File: src/hdl/sdpg_pkg.sv
// Package for the step/direction position generator.
// Holds the motion codes used by the top level and its checker, and the command codes.
// No dependencies.
package sdpg_pkg;

    localparam logic [1:0] MOTION_STOP = 2'b00;
    localparam logic [1:0] MOTION_FWD  = 2'b01;
    localparam logic [1:0] MOTION_REV  = 2'b11;
    localparam logic [1:0] MOTION_BAD  = 2'b10;

    localparam logic CMD_TICK = 1'b0;
    localparam logic CMD_DEST = 1'b1;

endpackage

File: src/hdl/step_dir_position_generator.sv
// Step/direction position generator: top level.
// Uses sdpg_pkg for motion and command codes.
//
//  channel | direction | handshake              | payload
//  --------+-----------+------------------------+-------------------------------------------
//  in      | input     | i_in_valid / o_in_stall | i_cmd, i_target
//  out     | output    | o_out_valid / i_out_stall | o_step_out, o_dir_out,
//          |           |                        | o_current_position, o_motion
//  cfg     | input     | i_cfg_we                | i_cfg_data (half period in ticks)
//
// One item per cycle sustained while the output is not stalled; an input passes through
// the input register, then the state update into the result register.
// Reset is synchronous and active low; it clears position, target, motion, levels,
// elapsed count, half period and both valid flags.
// A stalled output holds the result; the input register keeps taking one more item,
// then the input stalls until the result is transferred.
module step_dir_position_generator #(
    parameter int POSITION_WIDTH = 16,
    parameter int PERIOD_WIDTH   = 16
) (
    input  logic                             i_clk,
    input  logic                             i_rst_n,
    input  logic                             i_in_valid,
    output logic                             o_in_stall,
    input  logic                             i_cmd,
    input  logic signed [POSITION_WIDTH-1:0] i_target,
    output logic                             o_out_valid,
    input  logic                             i_out_stall,
    output logic                             o_step_out,
    output logic                             o_dir_out,
    output logic signed [POSITION_WIDTH-1:0] o_current_position,
    output logic signed [1:0]                o_motion,
    input  logic                             i_cfg_we,
    input  logic        [PERIOD_WIDTH-1:0]   i_cfg_data
);

    localparam int EW = PERIOD_WIDTH + 1;

    logic                      r_in_valid;
    logic                      r_cmd;
    logic [POSITION_WIDTH-1:0] r_in_target;

    logic [PERIOD_WIDTH-1:0]   r_half;
    logic [POSITION_WIDTH-1:0] r_cur, n_cur;
    logic [POSITION_WIDTH-1:0] r_tgt, n_tgt;
    logic [1:0]                r_dir, n_dir;
    logic                      r_step, n_step;
    logic                      r_dir_lvl, n_dir_lvl;
    logic [EW-1:0]             r_elapsed, n_elapsed;

    logic                      r_out_valid;
    logic                      r_o_step;
    logic                      r_o_dir;
    logic [POSITION_WIDTH-1:0] r_o_pos;
    logic [1:0]                r_o_motion;

    logic                      advance;
    logic [EW-1:0]             elapsed_a;
    logic                      do_check;

    assign advance    = r_in_valid && (!r_out_valid || !i_out_stall);
    assign o_in_stall = r_in_valid && !advance;

    always_comb begin
        n_tgt     = (r_cmd == sdpg_pkg::CMD_DEST) ? r_in_target : r_tgt;
        n_cur     = r_cur;
        n_dir     = r_dir;
        n_step    = r_step;
        n_dir_lvl = r_dir_lvl;
        elapsed_a = r_elapsed;
        if (r_cmd == sdpg_pkg::CMD_TICK && r_dir != sdpg_pkg::MOTION_STOP
                && r_elapsed != {EW{1'b1}}) begin
            elapsed_a = r_elapsed + EW'(1);
        end
        n_elapsed = elapsed_a;
        do_check  = (r_cmd == sdpg_pkg::CMD_TICK) || r_step;
        if (do_check) begin
            if (r_dir == sdpg_pkg::MOTION_STOP) begin
                n_elapsed = '0;
            end else if (elapsed_a > {1'b0, r_half}) begin
                if (r_cur == n_tgt) begin
                    n_dir = sdpg_pkg::MOTION_STOP;
                end else begin
                    n_dir_lvl = (r_dir != sdpg_pkg::MOTION_REV);
                    n_step    = !r_step;
                    if (r_step) begin
                        if (r_dir == sdpg_pkg::MOTION_FWD) begin
                            n_cur = r_cur + POSITION_WIDTH'(1);
                        end else begin
                            n_cur = r_cur - POSITION_WIDTH'(1);
                        end
                    end
                    n_elapsed = elapsed_a - {1'b0, r_half};
                end
            end
        end
        if (r_cmd == sdpg_pkg::CMD_DEST) begin
            if ($signed(n_tgt) > $signed(n_cur)) begin
                n_dir = sdpg_pkg::MOTION_FWD;
            end else if ($signed(n_tgt) < $signed(n_cur)) begin
                n_dir = sdpg_pkg::MOTION_REV;
            end else begin
                n_dir = sdpg_pkg::MOTION_STOP;
            end
        end
    end

    always_ff @(posedge i_clk) begin
        if (!i_rst_n) begin
            r_in_valid  <= 1'b0;
            r_out_valid <= 1'b0;
            r_half      <= '0;
            r_cur       <= '0;
            r_tgt       <= '0;
            r_dir       <= sdpg_pkg::MOTION_STOP;
            r_step      <= 1'b0;
            r_dir_lvl   <= 1'b0;
            r_elapsed   <= '0;
        end else begin
            if (i_cfg_we) begin
                r_half <= i_cfg_data;
            end
            if (!r_in_valid || advance) begin
                r_in_valid <= i_in_valid;
            end
            if (advance) begin
                r_out_valid <= 1'b1;
                r_cur       <= n_cur;
                r_tgt       <= n_tgt;
                r_dir       <= n_dir;
                r_step      <= n_step;
                r_dir_lvl   <= n_dir_lvl;
                r_elapsed   <= n_elapsed;
            end else if (!i_out_stall) begin
                r_out_valid <= 1'b0;
            end
        end
    end

    always_ff @(posedge i_clk) begin
        if (!r_in_valid || advance) begin
            r_cmd       <= i_cmd;
            r_in_target <= i_target;
        end
        if (advance) begin
            r_o_step   <= n_step;
            r_o_dir    <= n_dir_lvl;
            r_o_pos    <= n_cur;
            r_o_motion <= n_dir;
        end
    end

    assign o_out_valid        = r_out_valid;
    assign o_step_out         = r_o_step;
    assign o_dir_out          = r_o_dir;
    assign o_current_position = r_o_pos;
    assign o_motion           = r_o_motion;

endmodule

File: config.mk
export PLATFORM = sky130hd
export DESIGN_NAME = step_dir_position_generator
export DESIGN_NICKNAME = d
export VERILOG_FILES = /design/src/hdl/sdpg_pkg.sv /design/src/hdl/step_dir_position_generator.sv
export SDC_FILE = /design/constraint.sdc
export NUM_CORES = 1
export LEC_CHECK = 0
export BUFFER_PORTS_ARGS = -buffer_cell sky130_fd_sc_hd__buf_2
export CAP_MARGIN = 20
export CORE_AREA = 2 2 145 147
export DETAILED_ROUTE_END_ITERATION = 10
export DIE_AREA = 0 0 147 149
export GPL_TIMING_DRIVEN = 0
export HOLD_SLACK_MARGIN = 0.12
export PLACE_DENSITY = 0.55
export SETUP_SLACK_MARGIN = 0.05
export SYNTH_ARGS = -nofsm -noshare
export SYNTH_HDL_FRONTEND = slang
export SYNTH_SLANG_ARGS = --single-unit
File: constraint.sdc
create_clock -name i_clk -period 7.2 [get_ports i_clk]
set_clock_uncertainty 0.05 [all_clocks]
set_input_delay 1.08 -clock i_clk [delete_from_list [all_inputs] [get_ports i_clk]]
set_output_delay 1.08 -clock i_clk [all_outputs]
set_load 0.005 [all_outputs]
==> flow_summary_export.csv <==
group,metric,value,unit
status,status,"completed",
worst_setup_path,worstPathRequired,7.46,ns
worst_setup_path,path_max_fanout,10,
power_and_ir_drop,p_per_area,191,mW/mm2
final_layout,nets,916,
run,cap_viol_max_count,0,
synthesis,synth_area_leaders,"dfxtp_1, edfxtp_1, ha_1",
worst_setup_path,worstSetupPathDepth,30,
clock_network,cts_tree,"done",
grt,antenna_found_initial,0,
synthesis,ys_ff_latch,108,
final_layout,final_util,38.7,%
drt,drc_errors,0,
worst_setup_path,cp-startpoint,"r_elapsed[0]",
final_layout,nFillCells,2127,
grt,grt_max_degree,30,
final_layout,instances_no_fill,1108,
worst_setup_path,worst_path_most_repeated_cell,"ha_1",
synthesis,syn_inst,758,
worst_setup_path,crit_type,"reg2reg",
synthesis,synth_fa_ha_area_share,9.16,%
timing,tightestPinTransition,0.864,ns
worst_setup_path,r2r-end,"r_dir[0]",
drt,routed_wl,18.6,mm
synthesis,syn_area_per_cell,9.23,um2
placement,place_hpwl,14.2,mm
clock_network,htree_levels,3,
worst_setup_path,path_delay_family,"compound AO/OA/AOI/OAI gates",
timing,fin_setup_tns,0,ns
grt,grt_use_total,17.4,%
placement,dp_cells,1091,
timing,maxSlewHeadroom,42.3,%
synthesis,synthMuxAreaShare,8.33,%
drt,viasPerCell,5.13,
worst_setup_path,reg2reg_slack,0.56,ns
placement,gp_congestion,0.841,
timing,fin_crit_sh,92.3,%
drt,final_antenna_net_count,0,
clock_network,insertion_delay,0.36,ns
synthesis,ys_warn_count,0,
final_layout,area_growth,13.8,%
power_and_ir_drop,power.leakage,3.38,nW
hold_path,hp-class,"reg2reg",
worst_setup_path,worst-path-buf-inv,4,
worst_setup_path,max_stage_delay,0.42,ns
grt,grt_pass1_vias,5423,
synthesis,synth_fp_nets,846,
synthesis,synth_top_family_by_area,"compound AO/OA/AOI/OAI gates",
placement,pre_cts_ws,-0.0936,ns
drt,wl_per_cell,16.8,um
worst_setup_path,end_kind,"register",
synthesis,synth-xor-area-share,7.37,%
synthesis,synth_edf_count,37,
clock_network,cts.sinks,108,
floorplan,core-area,0.0206,mm2
floorplan,num_io_pins,60,
clock_network,cts.clk_slew.worst_paths,0.08,ns
worst_setup_path,critPathCapture,"r_dir[0]",
drt,drt_pass1_iterations,7,
timing,setup_ws,0.557,ns
floorplan,die_x,147,um
worst_setup_path,r2r_cells,30,
placement,port_buffers,58,
worst_setup_path,cp-start-kind,"register",
floorplan,die_h,149,um
synthesis,synth_compound_area_share,18.8,%
timing,finalSetupViolations,0,
grt,grt_pass1_wl,29.6,mm
grt,overflow,0,
timing,drv_slew,0,
clock_network,root_buffer,"clkbuf_16",
worst_setup_path,cp.arrival,6.90,ns
clock_network,numCtsBuffers,9,
clock_network,cts_max_path_buffers,2,
worst_setup_path,cp_slowest_cell,"nor4_2",
synthesis,synth-main-ff-cell,"dfxtp_1",
timing,hold_violations,0,
final_layout,drive_above_1_share,15.8,%
synthesis,syn_area,0.00700,mm2
drt,dr.first_iter.drc_count,323,
synthesis,netlist-cell-type-count,79,
synthesis,yosysTopAreaCell,"dfxtp_1",
floorplan,start_util,34.0,%
floorplan,die-area,0.0219,mm2
final_layout,regArea,0.00253,mm2
timing,layout_min_cycle_time,6.64,ns
synthesis,async_flop_share,0,%
power_and_ir_drop,ir_drop,0.000116,V
final_layout,multi_input_area,0.00405,mm2
synthesis,synth_simple_gate_area_share,13.8,%
final_layout,diodes,0,
floorplan,rows,53,
worst_setup_path,r2r-start,"r_elapsed[0]",
timing,grt_setup_unrepaired,"no",
timing,max_freq,151,MHz
drt,num_vias,5680,
synthesis,ys_seq_area_share,36.2,%
synthesis,synth_top_area_share,20.3,%
## layer usage
metal	vias to the layer above	track usage (%)	part of all wire [%]
met4	0	6.30	2.0
li1	2876	-	-
met1	2657	22.7	46
met3	32	2.57	3.3
met5	-	0	0
met2	115	29.3	48
## synth_stat cells (13+ instances only)
cell,n
nor2_1,72
dfxtp_1,71
a21oi_1,58
inv_1,55
ha_1,48
xnor2_1,46
mux2i_1,40
edfxtp_1,37
nand2_1,37
o21ai_0,25
nand3_1,24
a211oi_1,22
clkbuf_1,20
o21a_1,13
## metrics by stage
| step | power [mW] | hold WS, ns | cell area, um2 |
|---|---|---|---|
| 6_report | 1.52 | 0.433 | 7960 |
| 3_3_place_gp | 1.03 | 0.420 | 7630 |
| 2_1_floorplan | 0.936 | 0.403 | 7000 |
| 4_1_cts | 1.54 | 0.434 | 7940 |
| 3_5_place_dp | 1.03 | 0.423 | 7630 |
| 5_1_grt | 1.60 | 0.470 | 7960 |
## layout make-up
type / count / share of cell area, %
multi-input combinational: 557 / 50.8
inverter: 59 / 2.78
tap: 275 / 4.32
clock buffer: 9 / 2.83
sequential: 108 / 31.8
buffer: 34 / 2.83
clock inverter: 7 / 0.864
timing repair buffer: 59 / 3.74
## registers in the layout, indices dropped and copies added, names as in the netlist, 2 cells and up
signal and count:
r_in_target 16, o_motion 2, o_current_position 16, r_tgt 16
r_half 16, r_dir 2, r_elapsed 17, r_cur 16
## timing repair
| action | CTS | global route |
|---|---|---|
| gates resized for setup | 2 | 4 |
| endpoints found under the setup margin | 2 | 4 |
| pin swaps | 0 | 1 |
| gates cloned | 0 | 0 |
| hold buffers | 0 | 0 |
| buffers inserted | 0 | 1 |
## worst min-delay path, stage by stage (launching register included)
cell	delay (ns)
dfxtp_1	0.33
nand3_1	0.06
o21ai_1	0.05
## how the worst min path moves through the flow
stage	depth (start not counted)	start	endpoint	slack, ns
global placement	2	r_elapsed[16]	r_elapsed[16]	0.42
finish	2	r_elapsed[16]	r_elapsed[16]	0.43
detailed placement	2	r_elapsed[16]	r_elapsed[16]	0.42
CTS	2	r_elapsed[16]	r_elapsed[16]	0.43
global route	2	r_half[8]	r_half[8]	0.47
floorplan	2	r_elapsed[16]	r_elapsed[16]	0.40
## cells by family (layout without fill, tap and decap cells)
group                      count (synthesis)  in the layout
and+or+nand+nor                          200            200
AOI/OAI and AO/OA                        196            196
DFF                                      108            108
buffers and inverters                     93            168
xor gates and xnor gates                  58             58
muxes                                     53             53
adders and majority gates                 50             50
## where the power goes
group / switching [mW] / internal, mW
sequential: 0.0174 / 0.658
clock: 0.255 / 0.244
combinational: 0.206 / 0.140
## placed cells by master (no fill, tap or decap), types with 24 or more instances in the layout
cell | netlist | routed
nor2_1 | 72 | 71
dfxtp_1 | 71 | 71
buf_2 | 5 | 63
a21oi_1 | 58 | 58
inv_1 | 55 | 55
ha_1 | 48 | 48
xnor2_1 | 46 | 46
mux2i_1 | 40 | 40
nand2_1 | 37 | 37
edfxtp_1 | 37 | 37
o21ai_0 | 25 | 25
nand3_1 | 24 | 24
Note: power is estimated with default switching activity, not from simulation.
